$ cat src/hdl/tstp_pkg.sv
// ---------------------------------------------------------------------------
// Text style tag parser package
// Shared character codes, alignment codes, types and the hex digit decoder.
// ---------------------------------------------------------------------------
`default_nettype none

package tstp_pkg;

   // Character codes that the parser reacts to.
   localparam logic [7:0] CHAR_END       = 8'h00;
   localparam logic [7:0] CHAR_OPEN      = 8'h7B;  // '{'
   localparam logic [7:0] CHAR_CLOSE     = 8'h7D;  // '}'
   localparam logic [7:0] CHAR_LEFT      = 8'h4C;  // 'L'
   localparam logic [7:0] CHAR_RIGHT     = 8'h52;  // 'R'
   localparam logic [7:0] CHAR_CENTRE    = 8'h43;  // 'C'
   localparam logic [7:0] CHAR_HASH      = 8'h23;  // '#'

   // Alignment codes.
   localparam logic [1:0] ALIGN_CENTRE   = 2'd0;
   localparam logic [1:0] ALIGN_LEFT     = 2'd1;
   localparam logic [1:0] ALIGN_RIGHT    = 2'd2;

   // Tag storage and length limits.
   localparam int unsigned TAG_DEPTH     = 9;
   localparam logic [3:0]  COLOUR_TAG_LEN = 4'd9;
   localparam logic [3:0]  TAG_LEN_MAX   = 4'd15;
   localparam logic [7:0]  COLOUR_RESET  = 8'h80;

   // Result field widths and padded data width.
   localparam int unsigned RSP_FIELD_BITS = 34;
   localparam int unsigned RSP_DATA_BITS  = 40;

   typedef logic [TAG_DEPTH-1:0][7:0] tag_text_type;
   typedef logic [3:0][7:0]           colour_set_type;

   // Action decided when a tag closes.
   typedef struct packed {
      logic           set_align;
      logic [1:0]     align;
      logic           set_colour;
      colour_set_type colours;
   } tag_action_type;

   // Hex digit value; anything that is not a digit reads as all ones (-1).
   function automatic logic [7:0] hex_value(input logic [7:0] ch);
      logic [7:0] value;
      if (ch >= 8'h30 && ch <= 8'h39) begin
         value = ch - 8'h30;
      end else if (ch >= 8'h41 && ch <= 8'h46) begin
         value = ch - 8'h37;
      end else if (ch >= 8'h61 && ch <= 8'h66) begin
         value = ch - 8'h57;
      end else begin
         value = 8'hFF;
      end
      return value;
   endfunction

endpackage

`default_nettype wire

$ cat src/hdl/tstp_tag_decode.sv
// ---------------------------------------------------------------------------
// Tag decoder
// Works out what a closing tag does from its collected text and length.
// ---------------------------------------------------------------------------
`default_nettype none

module tstp_tag_decode
   import tstp_pkg::*;
(
   input  tag_text_type   tag_text,
   input  logic [3:0]     tag_length,
   output tag_action_type action
);

   // Colour bytes: high digit times 16 plus low digit, modulo 256.
   colour_set_type colours;
   colour_set_type hi_digits;
   colour_set_type lo_digits;
   always_comb begin
      for (int k = 0; k < 4; k++) begin
         hi_digits[k] = hex_value(tag_text[1 + 2 * k]);
         lo_digits[k] = hex_value(tag_text[2 + 2 * k]);
         colours[k]   = {hi_digits[k][3:0], 4'h0} + lo_digits[k];
      end
   end

   // The first character selects the action; an empty tag does nothing.
   always_comb begin
      action            = '0;
      action.colours    = colours;
      if (tag_length != 4'd0) begin
         priority if (tag_text[0] == CHAR_LEFT) begin
            action.set_align = 1'b1;
            action.align     = ALIGN_LEFT;
         end else if (tag_text[0] == CHAR_RIGHT) begin
            action.set_align = 1'b1;
            action.align     = ALIGN_RIGHT;
         end else if (tag_text[0] == CHAR_CENTRE) begin
            action.set_align = 1'b1;
            action.align     = ALIGN_CENTRE;
         end else if (tag_text[0] == CHAR_HASH && tag_length == COLOUR_TAG_LEN) begin
            action.set_colour = 1'b1;
         end else begin
            action.set_align = 1'b0;
         end
      end
   end

endmodule

`default_nettype wire

$ cat src/hdl/text_style_tag_parser.sv
// ---------------------------------------------------------------------------
// Text style tag parser
// Reads text one character per item and applies alignment and colour tags.
// ---------------------------------------------------------------------------
// Usage:
//   The req channel carries one text character per item. Characters inside
//   braces form a tag; on the closing brace an L, R or C tag sets the
//   alignment and a '#' tag with eight hex digits sets the four colour bytes.
//   A zero character ends the string and produces one rsp item holding the
//   current alignment and colours; every other character produces nothing.
//   Alignment and colours carry over from one string to the next.
// Timing:
//   One character is accepted per cycle unless stalled. State is updated in
//   the cycle of acceptance, and the result item is on rsp in the cycle after
//   its zero character is accepted, held in a single output register.
// Stall:
//   req_tready stays high while the output register is empty or is being
//   taken in the same cycle, so a stalled receiver only blocks new input
//   once a result waits in the output register.
// Reset:
//   Closes any open tag, sets centre alignment and all colour bytes to 0x80,
//   and empties the output register.
// ---------------------------------------------------------------------------
`default_nettype none

module text_style_tag_parser
   import tstp_pkg::*;
(
   input  wire  logic                     clock,
   input  wire  logic                     reset,
   // req_tdata: [7:0] char_code
   input  wire  logic [7:0]               req_tdata,
   input  wire  logic                     req_tvalid,
   output logic                           req_tready,
   // rsp_tdata: [1:0] alignment, [9:2] colour_first, [17:10] colour_second,
   //            [25:18] colour_third, [33:26] colour_fourth, [39:34] zero
   output logic [RSP_DATA_BITS-1:0]       rsp_tdata,
   output logic                           rsp_tvalid,
   input  wire  logic                     rsp_tready
);

   logic           tag_open_ff, tag_open_in;
   logic [3:0]     tag_length_ff, tag_length_in;
   tag_text_type   tag_text_ff;
   logic [1:0]     align_ff, align_in;
   colour_set_type colour_ff, colour_in;
   logic           rsp_valid_ff, rsp_valid_in;
   logic [RSP_DATA_BITS-1:0] rsp_data_ff;
   tag_action_type action;
   logic           accept;
   logic           is_end, is_open, is_close, collect;

   // Accept while the output register is free or drains this cycle.
   assign req_tready = !rsp_valid_ff || rsp_tready;
   assign accept     = req_tvalid && req_tready;

   assign is_end   = (req_tdata == CHAR_END);
   assign is_open  = (req_tdata == CHAR_OPEN);
   assign is_close = (req_tdata == CHAR_CLOSE);
   assign collect  = !is_end && !is_open && !is_close && tag_open_ff;

   tstp_tag_decode u_tag_decode (
      .tag_text   (tag_text_ff),
      .tag_length (tag_length_ff),
      .action     (action)
   );

   // Next tag, alignment and colour state for the accepted character.
   always_comb begin
      tag_open_in   = tag_open_ff;
      tag_length_in = tag_length_ff;
      align_in      = align_ff;
      colour_in     = colour_ff;
      if (accept) begin
         priority if (is_end) begin
            tag_open_in   = 1'b0;
            tag_length_in = 4'd0;
         end else if (is_open) begin
            tag_open_in   = 1'b1;
            tag_length_in = 4'd0;
         end else if (is_close) begin
            if (tag_open_ff) begin
               tag_open_in   = 1'b0;
               tag_length_in = 4'd0;
               if (action.set_align) begin
                  align_in = action.align;
               end
               if (action.set_colour) begin
                  colour_in = action.colours;
               end
            end
         end else if (tag_open_ff && tag_length_ff != TAG_LEN_MAX) begin
            tag_length_in = tag_length_ff + 4'd1;
         end else begin
            tag_length_in = tag_length_ff;
         end
      end
   end

   // Output register: loads on an end character, clears when taken.
   always_comb begin
      rsp_valid_in = rsp_valid_ff && !rsp_tready;
      if (accept && is_end) begin
         rsp_valid_in = 1'b1;
      end
   end

   // Control and style state.
   always_ff @(posedge clock) begin
      if (reset) begin
         tag_open_ff   <= 1'b0;
         tag_length_ff <= 4'd0;
         align_ff      <= ALIGN_CENTRE;
         colour_ff     <= {4{COLOUR_RESET}};
         rsp_valid_ff  <= 1'b0;
      end else begin
         tag_open_ff   <= tag_open_in;
         tag_length_ff <= tag_length_in;
         align_ff      <= align_in;
         colour_ff     <= colour_in;
         rsp_valid_ff  <= rsp_valid_in;
      end
   end

   // Tag text: only the first nine characters of a tag are kept.
   always_ff @(posedge clock) begin
      if (accept && collect && tag_length_ff < COLOUR_TAG_LEN) begin
         tag_text_ff[tag_length_ff] <= req_tdata;
      end
   end

   // Result payload.
   always_ff @(posedge clock) begin
      if (accept && is_end) begin
         rsp_data_ff <= {{(RSP_DATA_BITS - RSP_FIELD_BITS){1'b0}},
                         colour_ff[3], colour_ff[2], colour_ff[1], colour_ff[0],
                         align_ff};
      end
   end

   assign rsp_tvalid = rsp_valid_ff;
   assign rsp_tdata  = rsp_data_ff;

`ifndef SYNTHESIS
   // An accepted end character always leaves a result waiting.
   a_end_gives_result: assert property (@(posedge clock) disable iff (reset)
      (accept && is_end) |=> rsp_valid_ff)
      else $error("end character did not produce a result");

   // An opening brace starts an empty tag.
   a_open_restarts: assert property (@(posedge clock) disable iff (reset)
      (accept && is_open) |=> (tag_open_ff && tag_length_ff == 4'd0))
      else $error("opening brace did not restart the tag");

   // An end character discards any open tag.
   a_end_closes: assert property (@(posedge clock) disable iff (reset)
      (accept && is_end) |=> (!tag_open_ff && tag_length_ff == 4'd0))
      else $error("end character left a tag open");

   // A closed tag never counts characters.
   a_closed_empty: assert property (@(posedge clock) disable iff (reset)
      !tag_open_ff |-> (tag_length_ff == 4'd0))
      else $error("tag length nonzero while no tag is open");
`endif

endmodule

`default_nettype wire
$ cat config.mk
export PLATFORM = sky130hd
export DESIGN_NAME = text_style_tag_parser
export DESIGN_NICKNAME = d
export VERILOG_FILES = /design/src/hdl/tstp_pkg.sv /design/src/hdl/tstp_tag_decode.sv /design/src/hdl/text_style_tag_parser.sv
export SDC_FILE = /design/constraint.sdc
export NUM_CORES = 1
export LEC_CHECK = 0
export ABC_AREA = 1
export BUFFER_PORTS_ARGS = -buffer_cell sky130_fd_sc_hd__buf_2
export CELL_PAD_IN_SITES_DETAIL_PLACEMENT = 2
export CELL_PAD_IN_SITES_GLOBAL_PLACEMENT = 2
export CORE_MARGIN = 1
export CORE_UTILIZATION = 36
export CTS_CLUSTER_SIZE = 16
export DETAILED_ROUTE_END_ITERATION = 12
export GPL_TIMING_DRIVEN = 0
export PLACE_DENSITY = 0.8
export SLEW_MARGIN = 25
export SYNTH_ARGS = -nofsm -noshare
export SYNTH_HDL_FRONTEND = slang
export SYNTH_SLANG_ARGS = --single-unit
$ cat constraint.sdc
create_clock -name clock -period 3.44 [get_ports clock]
set_input_delay 0.172 -clock clock [delete_from_list [all_inputs] [get_ports clock]]
set_output_delay 0.172 -clock clock [all_outputs]
set_load 0.02 [all_outputs]
==> results of run 1 <==
-- flip-flops by register name, indices dropped and copies added (netlist names) --
name / cells
align_ff: 2
colour_ff: 32
rsp_tdata: 34
rsp_tvalid: 1
tag_length_ff: 4
tag_open_ff: 1
tag_text_ff: 72
-- final timing paths --
check	end	start	cells past startpoint	slack (ns)
max	colour_ff[31]	tag_text_ff[64]	20	0.37
min	rsp_tvalid	rsp_tready	4	0.07
max reg2reg	colour_ff[31]	tag_text_ff[64]	20	0.37
min reg2reg	rsp_tdata[26]	colour_ff[24]	0	0.43
-- through the flow --
| stage | cell area, um^2 | worst slack, ns | total power, mW |
|---|---|---|---|
| 5_1_grt | 9822 | 0.04155 | 3.966 |
| 3_5_place_dp | 9210 | 0.4262 | 1.988 |
| 6_report | 9822 | 0.3671 | 3.873 |
| 3_3_place_gp | 9170 | 0.4564 | 1.987 |
| 2_1_floorplan | 8548 | 1.008 | 1.941 |
| 4_1_cts | 9812 | 0.2884 | 3.903 |
-- critical path, stage by stage, from the launching register on --
cell and delay [ns]:
edfxtp_1 0.49, inv_1 0.18, ha_1 0.18, inv_1 0.04, nor2_1 0.15, nand2_1 0.08, a21oi_1 0.14, nor2_1 0.05
nand2_1 0.22, nand3_1 0.10, o21ai_0 0.09, a21oi_1 0.07, ha_1 0.35, nand2_1 0.10, nand2_1 0.05, a31oi_1 0.22
inv_1 0.07, nand4_1 0.12, nand3_1 0.11, nand3_1 0.08, nand2_1 0.07
-- power by group --
group | total, mW | switching [mW] | internal, mW | leakage, nW
sequential | 1.88 | 0.000519 | 1.88 | 1.22
combinational | 0.0725 | 0.0589 | 0.0135 | 2.76
clock | 1.92 | 0.760 | 1.16 | 0.283
-- metal layers --
| layer | share of wire (%) | GRT usage [%] | wire length (um) |
|---|---|---|---|
| met1 | 44 | 28.89 | 11950 |
| met5 | 0 | 0 | 0 |
| met4 | 0.87 | 5.509 | 236 |
| met2 | 52 | 42.24 | 14060 |
| met3 | 3.2 | 4.417 | 879 |
-- cell type report --
type / instances / area, um^2 / area share (%)
clock inverter: 12 / 155.1 / 1.580
multi-input combinational: 688 / 3897 / 39.68
sequential: 146 / 3984 / 40.56
inverter: 147 / 551.8 / 5.618
clock buffer: 20 / 446.7 / 4.548
tap: 313 / 391.6 / 3.987
timing repair buffer: 47 / 250.2 / 2.548
buffer: 21 / 145.1 / 1.478
-- cell usage in the layout, fill, tap and decap left out, types with 8 or more instances in the layout --
cell,Yosys,layout
o21ai_1,8,8
buf_4,8,8
ha_1,68,68
inv_1,144,143
a21oi_1,41,41
nand4_1,21,21
clkbuf_16,0,17
nor2_1,124,124
dfxtp_1,40,40
nand2_1,193,193
buf_2,5,51
nand3_1,85,85
edfxtp_1,106,106
o21ai_0,59,59
xor2_1,27,27
-- logic make-up after synthesis --
family / after synthesis
flip-flops: 146
multiplexers: 1
other: 1
XOR/XNOR: 29
buffers and inverters: 168
AO/OA/AOI/OAI: 123
AND/OR/NAND/NOR: 457
adder cells (fa/ha/maj): 72
==> reports/results.tsv, run 1 <==
stage	metric	value	unit
clock_network	post_cts resized	0	
grt	GR Overflow Total	0	
synthesis	Post-synth top cells	193 x nand2_1, 144 x inv_1, 124 x nor2_1	
synthesis	synthesized flop and latch total	146	
synthesis	Mapped Cells	997	
timing	max-slew violations	0	
clock_network	H-tree levels	4	
drt	Detail Route Antenna Nets	0	
clock_network	Clock Latency Late Sink	0.43	ns
final_layout	synth-to-layout area growth	15.15	%
final_layout	final cell count without fillers	1394	
final_layout	Final Util	42.86	%
drt	drt drc	0	
drt	via count	7130	
synthesis	Ys Warns	0	
synthesis	Avg Cell Area, Syn	8.555	um^2
synthesis	Yosys cell types	41	
timing	hold_ws	0.07106	ns
worst_setup_path	critical path arrival	3.38	ns
final_layout	fill count	2555	
power	Leak Pwr	4.259	nW
synthesis	mux contribution to synthesized area	0.1174	%
grt	initial antenna violation count	1	
synthesis	top cell type's share of synthesized area	37.32	%
timing	fin crit share	89.33	%
clock_network	Setup Fix Bufs, Post-CTS	0	
synthesis	top-count cell post-synth	nand2_1	
grt	first-pass GRT wire length	43060	um
placed_design	post-DP HPWL	19300	um
clock_network	CTS Buf Count	17	
floorplan	die height	155.9	um
clock_network	hold buffers post-CTS	0	
timing	slew margin rel.	37.80	%
clock_network	Clock Sinks	146	
drt	First-pass DRT Iterations	5	
clock_network	Root Buffer	clkbuf_16	
worst_hold_path	Hold Crit Class	in -> reg	
worst_setup_path	Worst setup SP type	register	
timing	Final Hold Fails	0	
synthesis	largest family of logic cells by synthesized area	simple AND/OR/NAND/NOR gates	
power	PwrDens	394.4	nW/um^2
synthesis	synth top area cells	edfxtp_1 37%, ha_1 10%, dfxtp_1 9.4%, nand2_1 8.5%, inv_1 6.3%	
synthesis	Synth Flop Type	edfxtp_1	
synthesis	Synth area leader	edfxtp_1	
drt	DRT iter0 DRCs	294	
floorplan	Core Region	22920	um^2
timing	unrepaired setup endpoints after global routing	no	
floorplan	Die X	155.9	um
grt	all-layer global routing usage	23.50	%
final_layout	n_diodes	0	
placed_design	Placer Congestion	0.8177	
synthesis	xor/xnor cell area share of the yosys netlist	2.978	%
placed_design	Buffers on Ports	46	
drt	drt wl/cell	19.46	um
timing	Final setup violation count	0	
clock_network	CTS tree	yes	
synthesis	Synth Area in Compound Gates	7.804	%
timing	setup TNS	0	ns
drt	via/cell ratio	5.115	
synthesis	sequential fraction of the synthesis area	46.71	%
synthesis	Adder-Cell Fraction of Synth Area	10.91	%
run	Max Cap Viol	0	
drt	routed wire length	27120	um
timing	post-route minimum period	3.073	ns
floorplan	Die Area	24310	um^2
synthesis	asr flop ratio synth	0	%
worst_setup_path	CP Class	reg -> reg	
synthesis	Post-synth EDFFs	106	
worst_setup_path	Setup crit end kind	register	
worst_setup_path	critical path fanouts, max	8	
timing	Least-Margin Pin Slew	0.9330	ns
timing	Worst Skew	0.01099	ns
synthesis	mapped cell area	8529	um^2
grt	largest net degree at the start of global routing	29	
final_layout	share of layout cells above drive strength 1	11.01	%
grt	vias in the first global route	7779	
placed_design	Placed Cells	1362	
synthesis	simple-gate share of the synthesized area	23.27	%
timing	upper clock frequency limit	0.3254	GHz
status	outcome	finished, final reports clean	
clock_network	CTS Buffer Depth	2	
final_layout	Final #Nets	1152	
floorplan	io pins	54	
floorplan	row count	55	
worst_setup_path	CP Data Required Time	3.75	ns
floorplan	Starting Density	37.22	%
power	worst vdd ir	0.3375	mV
clock_network	Clock transition at path regs	0.06	ns
Power figures use the tool's default switching activity.
==> run 2: changes to the inputs <==
--- a/config.mk
+++ b/config.mk
@@ -15,6 +15,7 @@
 export DETAILED_ROUTE_END_ITERATION = 12
 export GPL_TIMING_DRIVEN = 0
 export PLACE_DENSITY = 0.8
+export RECOVER_POWER = 50
 export SLEW_MARGIN = 25
 export SYNTH_ARGS = -nofsm -noshare
 export SYNTH_HDL_FRONTEND = slang
==> reports/results.tsv, run 2 (synthesis gave the netlist of run 1 again) <==
stage	metric	value	unit
status	outcome	finished, final reports clean	
drt	drt drc	0	
drt	DRT iter0 DRCs	302	
timing	post-route setup slack	0.3667	ns
timing	hold_ws	0.05826	ns
clock_network	H-tree levels	4	
drt	via count	7141	
grt	GR Util met2	42.24	%
power	Leak Pwr	4.181	nW
worst_setup_path	critical path arrival	3.38	ns
clock_network	Clock Sinks	146	
drt	Detail Route Antenna Nets	0	
grt	vias in the first global route	7779	
placed_design	Buffers on Ports	46	
grt	busiest grt layer	met2	
grt	first-pass GRT wire length	43060	um
timing	slew margin rel.	28.02	%
final_layout	max reg flops	72	
final_layout	Largest Register	tag_text_ff	
placed_design	Placer Congestion	0.8177	
run	Max Cap Viol	0	
power	PwrDens	396.9	nW/um^2
grt	GR Overflow Total	0	
floorplan	row count	55	
timing	fin crit share	89.34	%
worst_hold_path	Hold Path Origin	rsp_tready	
clock_network	Clock transition at path regs	0.06	ns
worst_setup_path	Worst setup SP type	register	
timing	Worst Skew	0.009806	ns
final_layout	fill count	2589	
worst_setup_path	Critical Path Most Common Cell	nand2_1	
placed_design	placed instance area	9210	um^2
clock_network	Root Buffer	clkbuf_16	
floorplan	Die X	155.9	um
worst_setup_path	crit path cell chain	inv_1 -> ha_1 -> inv_1 -> nor2_1 -> nand2_1 -> a21oi_1 -> nor2_1 -> nand2_1 -> nand3_1 -> o21ai_0 -> a21oi_1 -> ha_1 -> nand2_1 -> nand2_1 -> a31oi_1 -> inv_1 -> nand4_1 -> nand3_1 -> nand3_1 -> nand2_1	
timing	unrepaired setup endpoints after global routing	no	
timing	Final Hold Fails	0	
clock_network	Clock Latency Late Sink	0.43	ns
grt	initial antenna violation count	1	
worst_setup_path	Max stage delay on crit path	0.49	ns
floorplan	io pins	54	
timing	Final setup violation count	0	
worst_setup_path	reg-to-reg endpoint	colour_ff[31]	
worst_setup_path	Register-to-Register Path Depth	20	
grt	met1 usage	28.89	%
worst_setup_path	critical path fanouts, max	8	
final_layout	n_diodes	0	
floorplan	Core Region	22920	um^2
timing	max-slew violations	0	
worst_setup_path	Crit-path slowest cell	edfxtp_1	
worst_hold_path	Hold Crit Class	in -> reg	
worst_setup_path	CP Class	reg -> reg	
placed_design	post-DP HPWL	19300	um
drt	via/cell ratio	5.123	
floorplan	Die Area	24310	um^2
final_layout	share of layout cells above drive strength 1	6.846	%
clock_network	CTS tree	yes	
worst_setup_path	reg2reg setup slack	0.37	ns
floorplan	Starting Density	37.22	%
clock_network	CTS Buffer Depth	2	
grt	all-layer global routing usage	23.50	%
power	worst vdd ir	0.3366	mV
placed_design	pre-CTS setup slack	0.4262	ns
final_layout	commonest cells after routing, fill and taps aside	193 x nand2_1, 143 x inv_1, 124 x nor2_1, 106 x edfxtp_1, 85 x nand3_1	
worst_setup_path	Setup crit end kind	register	
floorplan	die height	155.9	um
clock_network	hold buffers post-CTS	0	
drt	First-pass DRT Iterations	5	
clock_network	post_cts resized	0	
worst_setup_path	CP Data Required Time	3.75	ns
grt	met3 Track Usage GR	4.417	%
final_layout	Final #Nets	1152	
drt	routed wire length	27100	um
final_layout	leading cell type in the layout, fill and taps excluded	nand2_1	
worst_setup_path	worst r2r src	tag_text_ff[64]	
worst_hold_path	Worst Hold Endpoint	rsp_tvalid	
grt	largest net degree at the start of global routing	29	
final_layout	post-route cell area	9763	um^2
timing	upper clock frequency limit	0.3254	GHz
worst_hold_path	Min-Delay Path Depth	4	
timing	setup TNS	0	ns
final_layout	synth-to-layout area growth	14.46	%
timing	post-route minimum period	3.073	ns
clock_network	CTS Buf Count	17	
drt	drt wl/cell	19.44	um
timing	Least-Margin Pin Slew	1.080	ns
clock_network	Setup Fix Bufs, Post-CTS	0	
run 2: changes by cell type in the layout (fill, tap and decap cells not counted):
cell	previous run	this run
buf_2	51	7
a21boi_2	1	0
a21boi_0	0	1
clkbuf_1	5	49
run 2: cell type report:
cell class | instances | area, um^2 | share of cell area, %
clock buffer | 20 | 446.7 | 4.575
timing repair buffer | 47 | 195.2 | 1.999
tap | 313 | 391.6 | 4.011
inverter | 147 | 551.8 | 5.652
clock inverter | 12 | 155.1 | 1.589
sequential | 146 | 3984 | 40.80
buffer | 21 | 145.1 | 1.487
multi-input combinational | 688 | 3894 | 39.88
run 2: metrics by stage:
stage	cells	util [%]	total power [mW]
after floorplan	1002	-	1.941
after global placement	1361	40.02	1.987
after detailed placement	1362	40.19	1.988
after CTS	1394	42.82	3.903
after global routing	1394	42.60	3.965
final	1394	42.60	3.875
run 2: worst max path at each step:
stage / to / slack [ns] / startpoint / depth (start not counted)
CTS: colour_ff[31] / 0.29 / tag_text_ff[64] / 20
finish: colour_ff[31] / 0.37 / tag_text_ff[64] / 20
floorplan: colour_ff[15] / 1.01 / tag_text_ff[36] / 14
global placement: colour_ff[15] / 0.46 / tag_text_ff[32] / 16
detailed placement: colour_ff[15] / 0.43 / tag_text_ff[36] / 18
global route: colour_ff[31] / 0.04 / tag_text_ff[64] / 20
run 2: routing by layer:
metal  vias to the layer above  routed length (um)
met4                         0                 263
li1                       3418                   -
met1                      3589               11910
met5                         -                   0
met3                        23                 884
met2                       111               14040
run 2: worst max-delay path, delay by kind of cell, from the launching register on:
kind                     cells  cell delay (ns)
AND/OR/NAND/NOR             11             1.13
adder cells (fa/ha/maj)      2             0.53
AO/OA/AOI/OAI                4             0.52
flip-flops                   1             0.49
buffers and inverters        3             0.29
run 2: power by group:
part,internal [mW],switching [mW]
registers,1.88,0.000530
logic,0.0117,0.0588
clock network,1.16,0.763
